==> config.mk <==
export PLATFORM = sky130hd
export DESIGN_NAME = pa_ctrl
export DESIGN_NICKNAME = d
export VERILOG_FILES = /design/src/rtl/assert_macros.svh /design/src/rtl/pa_pkg.sv /design/src/rtl/pa_ctrl.sv
export SDC_FILE = /design/constraint.sdc
export NUM_CORES = 1
export LEC_CHECK = 0
export BUFFER_PORTS_ARGS = -buffer_cell sky130_fd_sc_hd__clkbuf_2
export CAP_MARGIN = 0
export CORE_AREA = 3 3 40 42
export DETAILED_ROUTE_END_ITERATION = 7
export DIE_AREA = 0 0 43 45
export HOLD_SLACK_MARGIN = 0.15
export PLACE_DENSITY = 0.5
export SLEW_MARGIN = 20
export SYNTH_ARGS = -nofsm -noshare
export SYNTH_HDL_FRONTEND = slang
export SYNTH_SLANG_ARGS = --single-unit
==> constraint.sdc <==
create_clock -name clk -period 3.25 [get_ports clk]
set_input_delay 0.325 -clock clk [delete_from_list [all_inputs] [get_ports clk]]
set_output_delay 0.325 -clock clk [all_outputs]
set_load 0.03 [all_outputs]
==> src/rtl/assert_macros.svh <==
// ---------------------------------------------------------------------------
// assert_macros.svh
// Assertion helper macros; compiled out when SYNTHESIS is defined.
// ---------------------------------------------------------------------------
`ifndef ASSERT_MACROS_SVH
`define ASSERT_MACROS_SVH
`ifndef SYNTHESIS
// Check that a property holds at each rising edge outside reset.
`define ASSERT_HOLD(lbl, clk, rst, prop) \
  lbl: assert property (@(posedge clk) disable iff (rst) (prop)) \
    else $error("assertion failed");
// Check that a condition implies a consequence in the same cycle.
`define ASSERT_IMPL(lbl, clk, rst, ante, cons) \
  lbl: assert property (@(posedge clk) disable iff (rst) (ante) |-> (cons)) \
    else $error("assertion failed");
`else
`define ASSERT_HOLD(lbl, clk, rst, prop)
`define ASSERT_IMPL(lbl, clk, rst, ante, cons)
`endif
`endif

==> src/rtl/pa_pkg.sv <==
// ---------------------------------------------------------------------------
// pa_pkg
// Shared constants and controller/datapath interface types.
// ---------------------------------------------------------------------------
package pa_pkg;
  localparam int MAX_NODES   = 4096;
  localparam int NODE_W      = $clog2(MAX_NODES);
  localparam int CNT_W       = NODE_W + 1;
  localparam int MAX_LINKS   = 16;
  localparam int LINK_W      = $clog2(MAX_LINKS + 1);
  localparam int PICK_W      = (MAX_LINKS > 1) ? $clog2(MAX_LINKS) : 1;
  localparam int DEG_W       = 13;
  localparam int TOT_W       = 18;
  localparam int DRAW_W      = 31;
  localparam int NCFG_W      = 13;
  localparam int LCFG_W      = 5;
  localparam int CFG_IDX_W   = 1;
  localparam int CFG_DATA_W  = 13;
  localparam int SEED_EXTRA  = 10;
  localparam int SEED_DEGREE = 2;
  localparam int MIN_NODES   = 10;

  localparam logic CMD_INIT = 1'b0;
  localparam logic CMD_DRAW = 1'b1;

  localparam logic [CFG_IDX_W-1:0] REG_NODE_COUNT = 1'b0;
  localparam logic [CFG_IDX_W-1:0] REG_LINKS      = 1'b1;

  typedef struct packed {
    logic init_start;
    logic init_step;
    logic mod_start;
    logic walk_start;
    logic walking;
    logic emit_rd;
    logic emit_wr;
    logic emit_cur;
    logic fin_strobe;
  } ctrl_cmd_t;

  typedef struct packed {
    logic gen_done;
    logic init_end;
    logic mod_done;
    logic walk_hit;
    logic walk_miss;
    logic last_pick;
    logic edge_last;
  } dp_stat_t;
endpackage

==> src/rtl/pa_ctrl.sv <==
// ---------------------------------------------------------------------------
// pa_ctrl
// Sequencer for init sweeps, draws, degree walks and edge emission.
// ---------------------------------------------------------------------------
module pa_ctrl
  import pa_pkg::*;
(
  input  logic      clk,
  input  logic      rst,
  input  logic      start,
  input  logic      cmd,
  input  dp_stat_t  stat,
  output ctrl_cmd_t ctl,
  output logic      busy
);
  localparam logic [2:0] S_IDLE  = 3'd0;
  localparam logic [2:0] S_INIT  = 3'd1;
  localparam logic [2:0] S_MOD   = 3'd2;
  localparam logic [2:0] S_WALK  = 3'd3;
  localparam logic [2:0] S_EMRD  = 3'd4;
  localparam logic [2:0] S_EMWR  = 3'd5;
  localparam logic [2:0] S_EMCUR = 3'd6;
  localparam logic [2:0] S_FIN   = 3'd7;

  logic [2:0] state, state_next;

  assign busy = (state != S_IDLE);

  always_comb begin
    ctl        = '0;
    state_next = state;
    case (state)
      S_IDLE: begin
        if (start) begin
          if (cmd == CMD_INIT) begin
            ctl.init_start = 1'b1;
            state_next     = S_INIT;
          end else if (stat.gen_done) begin
            state_next = S_FIN;
          end else begin
            ctl.mod_start = 1'b1;
            state_next    = S_MOD;
          end
        end
      end
      S_INIT: begin
        ctl.init_step = 1'b1;
        if (stat.init_end) state_next = S_IDLE;
      end
      S_MOD: begin
        if (stat.mod_done) begin
          ctl.walk_start = 1'b1;
          state_next     = S_WALK;
        end
      end
      S_WALK: begin
        ctl.walking = 1'b1;
        if (stat.walk_hit) state_next = stat.last_pick ? S_EMRD : S_IDLE;
        else if (stat.walk_miss) state_next = S_IDLE;
      end
      S_EMRD: begin
        ctl.emit_rd = 1'b1;
        state_next  = S_EMWR;
      end
      S_EMWR: begin
        ctl.emit_wr = 1'b1;
        state_next  = stat.edge_last ? S_EMCUR : S_EMRD;
      end
      S_EMCUR: begin
        ctl.emit_cur = 1'b1;
        state_next   = S_IDLE;
      end
      S_FIN: begin
        ctl.fin_strobe = 1'b1;
        state_next     = S_IDLE;
      end
      default: state_next = S_IDLE;
    endcase
  end

  always_ff @(posedge clk) begin
    if (rst) state <= S_IDLE;
    else     state <= state_next;
  end
endmodule

Word level (Yosys, flattened, before mapping)
Cells that the tools add are included.

storage, ports and cells
  register bits = 3
  logic and storage cells = 41
  output and inout bits = 10
  input bits = 11

operators by class
  reduce and logical (&&, ||, !) cells = 4
  eq/ne operators = 11
  muxes and demuxes = 25

operators by type and width
  operator              number
  $mux W3               8
  $pmux W3 S7           1
  $mux W1               15
  $eq A3 B3 Y1 const B  4
  $eq A3 B2 Y1 const B  2
  $ne A2 B2 Y1 const B  3
  $reduce_and A4 Y1     1
  $eq A3 B1 Y1 const B  1
  $logic_not A3 Y1      1
  $ne A3 B3 Y1 const B  1
  $reduce_bool A3 Y1    1
  $mux W2               1
  $reduce_or A2 Y1      1

Logic depth before layout (Yosys ltp)
  depth in word-level cells = 4
  mapped depth = 5
  gate-level depth less buffers = 4

Worst setup path before layout
OpenSTA, ideal clock, no wires.

  path type = register to output
  start = reg state[1]
  end = out ctl[3] (netlist name)
  arrival = 1.341 ns
  slack = 1.584 ns
  stages on the path, launching flop included = 4
  data required time = 2.925 ns
  buffers on the path = 2
  cell sequence = dfxtp_1 buf_6 clkbuf_1 nor3b_1

RTL lines
  what                      RTL line       text
  start: declaration        pa_ctrl.sv:25  logic [2:0] state, state_next;
  start signal: assignment  pa_ctrl.sv:83  else state <= state_next;
  end: declaration          pa_ctrl.sv:13  output ctrl_cmd_t ctl,

==> results.md <==
Run status:
- The flow ran to the end, and the final reports show no timing, DRC or antenna violations.

Final layout:
- In the layout the commonest cells are 20 x clkbuf_2, 5 x nor2_1, 4 x and3_1.
- The layout overhead on the synthesized area is 40.4%.
- More flip-flops sit in one register than any other, and that register is state.
- The largest registers in the layout are state (3).
- After the last flow step, the layout net total stands at 73.
- The register with the most flip-flops in the layout has 3 of them.
- The final cell area excluding filler cells is 413 µm².
- The most common cell after layout, fill and taps aside is clkbuf_2.
- The share of post-route cells with drive strength above 1 is around two fifths.
- 0 antenna diodes ended up in the layout.

Critical path:
- At the worst endpoint, the required time is 2.92 ns.
- The number of cells on the worst reg-to-reg path is 4.
- The top cell family by delay on the critical path is flip-flops.
- The top fanout value on the critical path is 18.
- The launch instance of the worst register-to-register path is state[1].
- The kind of critical path is reg2out.
- The worst stage delay on the critical path is 0.64 ns.
- The capturing element type of the critical path is a primary output.
- Walking the worst path, the cells encountered are nand2_1 -> nor3_1 -> clkbuf_2.
- STA classifies the critical path startpoint as a register.
- The reg-to-reg setup timing slack is around 1.8 ns.
- The number of cells on the critical path is 3.
- The arrival time at the worst endpoint is 1.44 ns.
- The buffers plus inverters on the worst setup path is 1.
- The slowest stage of the critical path is the dfxtp_1 cell.
- The destination of the worst register-to-register timing path is state[1].

Timing:
- The maximum clock skew at final layout is 0.00470 ns.
- The maximum operating frequency is roughly 570 MHz.
- The final number of hold-violating endpoints is 0.
- The final-report max-slew violation count came to 0.
- In this run the tightest slew margin relative to its limit is between 60% and 70%.
- The part of the cycle the worst path needs is between 50 and 60%.
- Setup repair after global routing left no endpoint under its margin.
- The final worst-path setup slack is roughly 1.5 ns.
- The final number of setup-violating endpoints is 0.
- The slew at the pin closest to its max-slew limit is around 0.53 ns.
- The shortest period the worst path allows is 1.76 ns.
- The accumulated negative setup slack is 0 ns.

Clock network:
- Clock latency on the worst-skew pair, taken at its later pin, is between 0.2 and 0.25 ns.
- TritonCTS built the clock tree.
- The hold buffer count at CTS is 0.
- Clock-pin slew was measured on the worst setup and hold paths at around 0.04 ns.
- The clock drives 3 sinks.
- The cell sitting at the root of the clock tree is a clkbuf_4.
- The number of gates resized after CTS was 0.
- The number of H-tree levels is 1.
- The post-CTS repair timing setup buffer count is 0.
- Clock tree synthesis inserted a total of 3 buffers.
- The longest clock path from root to sink contains 2 buffers.

Detailed routing:
- For this run, the detailed router's first-pass iteration total came to 5.
- The post-detailed-route count of antenna-violating nets is 0.
- The violation count after the first detailed-routing iteration is 5.
- In the routed design, unresolved DRC markers number 0.
- Wires add up to slightly above 800 µm.
- Dividing the detail-routed wire length by the instance count gives 10.7 µm.
- The detailed router placed roughly 360 vias in this run.
- The via density per instance is about 4.7.

Worst hold path:
- The class of the most critical hold timing path is in2reg.
- The worst hold path begins at rst.
- The path with the worst hold slack has its endpoint at state[1].
- Counting instances, the worst hold path has a depth of 2.

Die:
- The floorplan has 13 rows.
- The initial utilization of the core area, before any placement, comes to between 20% and 30%.
- The core region is about 0.0013 mm².
- In this run the count of I/O pins placed on the die edge is 21.
- The die is roughly 45 µm tall.
- The die covers 0.00194 mm².
- From left edge to right edge, the die measures roughly 43 µm.

Synth:
- The sequential-to-total area share from yosys stat is approximately 20%.
- A synthesized cell averages 7.35 µm².
- In this run the cell area of the synthesized design comes to 294 µm².
- The number of nets handed over by synthesis was slightly above 50.
- By area the synthesized netlist is led by dfxtp_1 20%, and3_1 8.5%, buf_6 7.7%, nor2_1 6.4%, nor3b_4 6.4%.
- Of all cell types, the one taking the most synthesized area is dfxtp_1.
- In the synthesized netlist the dominant register cell turns out to be dfxtp_1.
- Counting every instance in the synthesized netlist gives 40.
- The number of enable flip-flop cells after synthesis is 0.
- The async set-or-reset flop fraction in the synthesized netlist is 0%.
- For this run, the number of Yosys warnings is 0.
- The number of synthesized register bits is 3.
- After synthesis, the netlist uses 25 different library cells.
- The share of synthesized area in the top cell type comes to about a fifth.

Flow run:
- Across the run, the number of max-cap violations was 0.

Power:
- The peak ir drop on the vdd network is between 0.15 and 0.2 mV.
- Power comes to 0.000331 W.
- The static power due to leakage is ~0.21 nW.
- Power spread over the standard cell area amounts to about 800 mW/mm².

Global route:
- The initial antenna violation count is 0.
- The number of global-route vias before repair is 306.
- The total congestion overflow after global routing is 0.
- The first global-routing pass estimated between 1000 and 1500 µm of wire.
- Entering global routing, the biggest net connects 19 pins.
- The total routing usage reported by global routing is between 8 and 9%.

Placed design:
- Once detailed placement completed, the half-perimeter wirelength came to 638 µm.
- Once placement finished, the instance area stood at 387 µm².
- The post-placement setup slack is 1.72 ns.
- The global placer's final weighted congestion is around 0.72.
- The count of input and output buffers is 20.
==> cell type report <==
cell class,instances,area (µm²)
repair buffers,20,100
flip-flops and latches,3,60.1
well taps,15,18.8
multi-input cells,33,204
clock buffers,4,26.3
inverters,1,3.75
fillers,148,872
==> metal layers <==
layer	GRT usage, %	up-vias	routed length (µm)
met5	0	-	0
met4	5.42	0	0
met3	3.59	0	62
met2	12.9	19	351
met1	10.3	147	397
li1	-	191	-
==> cell families (layout without fill, tap and decap cells) <==
group	after synthesis	in the layout	share of synthesized area (%)
AOI/OAI and AO/OA	10	10	21.3
DFF	3	3	20.4
and+or+nand+nor	23	23	48.1
buffers and inverters	4	25	10.2
==> through the flow <==
step | hold WS [ns] | std cells | util, %
after global routing | 0.275 | 76 | 32.1
after CTS | 0.278 | 76 | 32.1
after detailed placement | 0.524 | 72 | 30.1
after global placement | 0.530 | 72 | 30.1
after floorplan | 0.397 | 40 | -
final | 0.287 | 76 | 32.1
==> power by group <==
group / internal [W] / switching, W
clock: 0.0000459 / 0.0000173
combinational: 0.0000683 / 0.000110
sequential: 0.0000494 / 0.0000401
==> synthesized netlist by cell type (all sizes together) (2+ instances only) <==
cell type	n
dfxtp	3
and3	4
nor3	2
nor2	5
buf	2
a21oi	3
o21ai	2
nand2b	2
nor3b	3
==> how the worst max path moves through the flow <==
stage	from	to	slack (ns)
after CTS	state[1]	ctl[5]	1.46
after global placement	state[1]	ctl[5]	1.76
final	state[1]	ctl[5]	1.49
after global routing	state[1]	ctl[5]	1.34
after detailed placement	state[1]	ctl[5]	1.72
after floorplan	state[1]	ctl[3]	1.58
==> worst register-to-register path, stage by stage, from the launching register on <==
cell      delay, ns
dfxtp_1        0.64
nor2_1         0.10
o21ai_1        0.26
a21oi_1        0.11
a311oi_1       0.24
(Power assumes the default switching activity.)
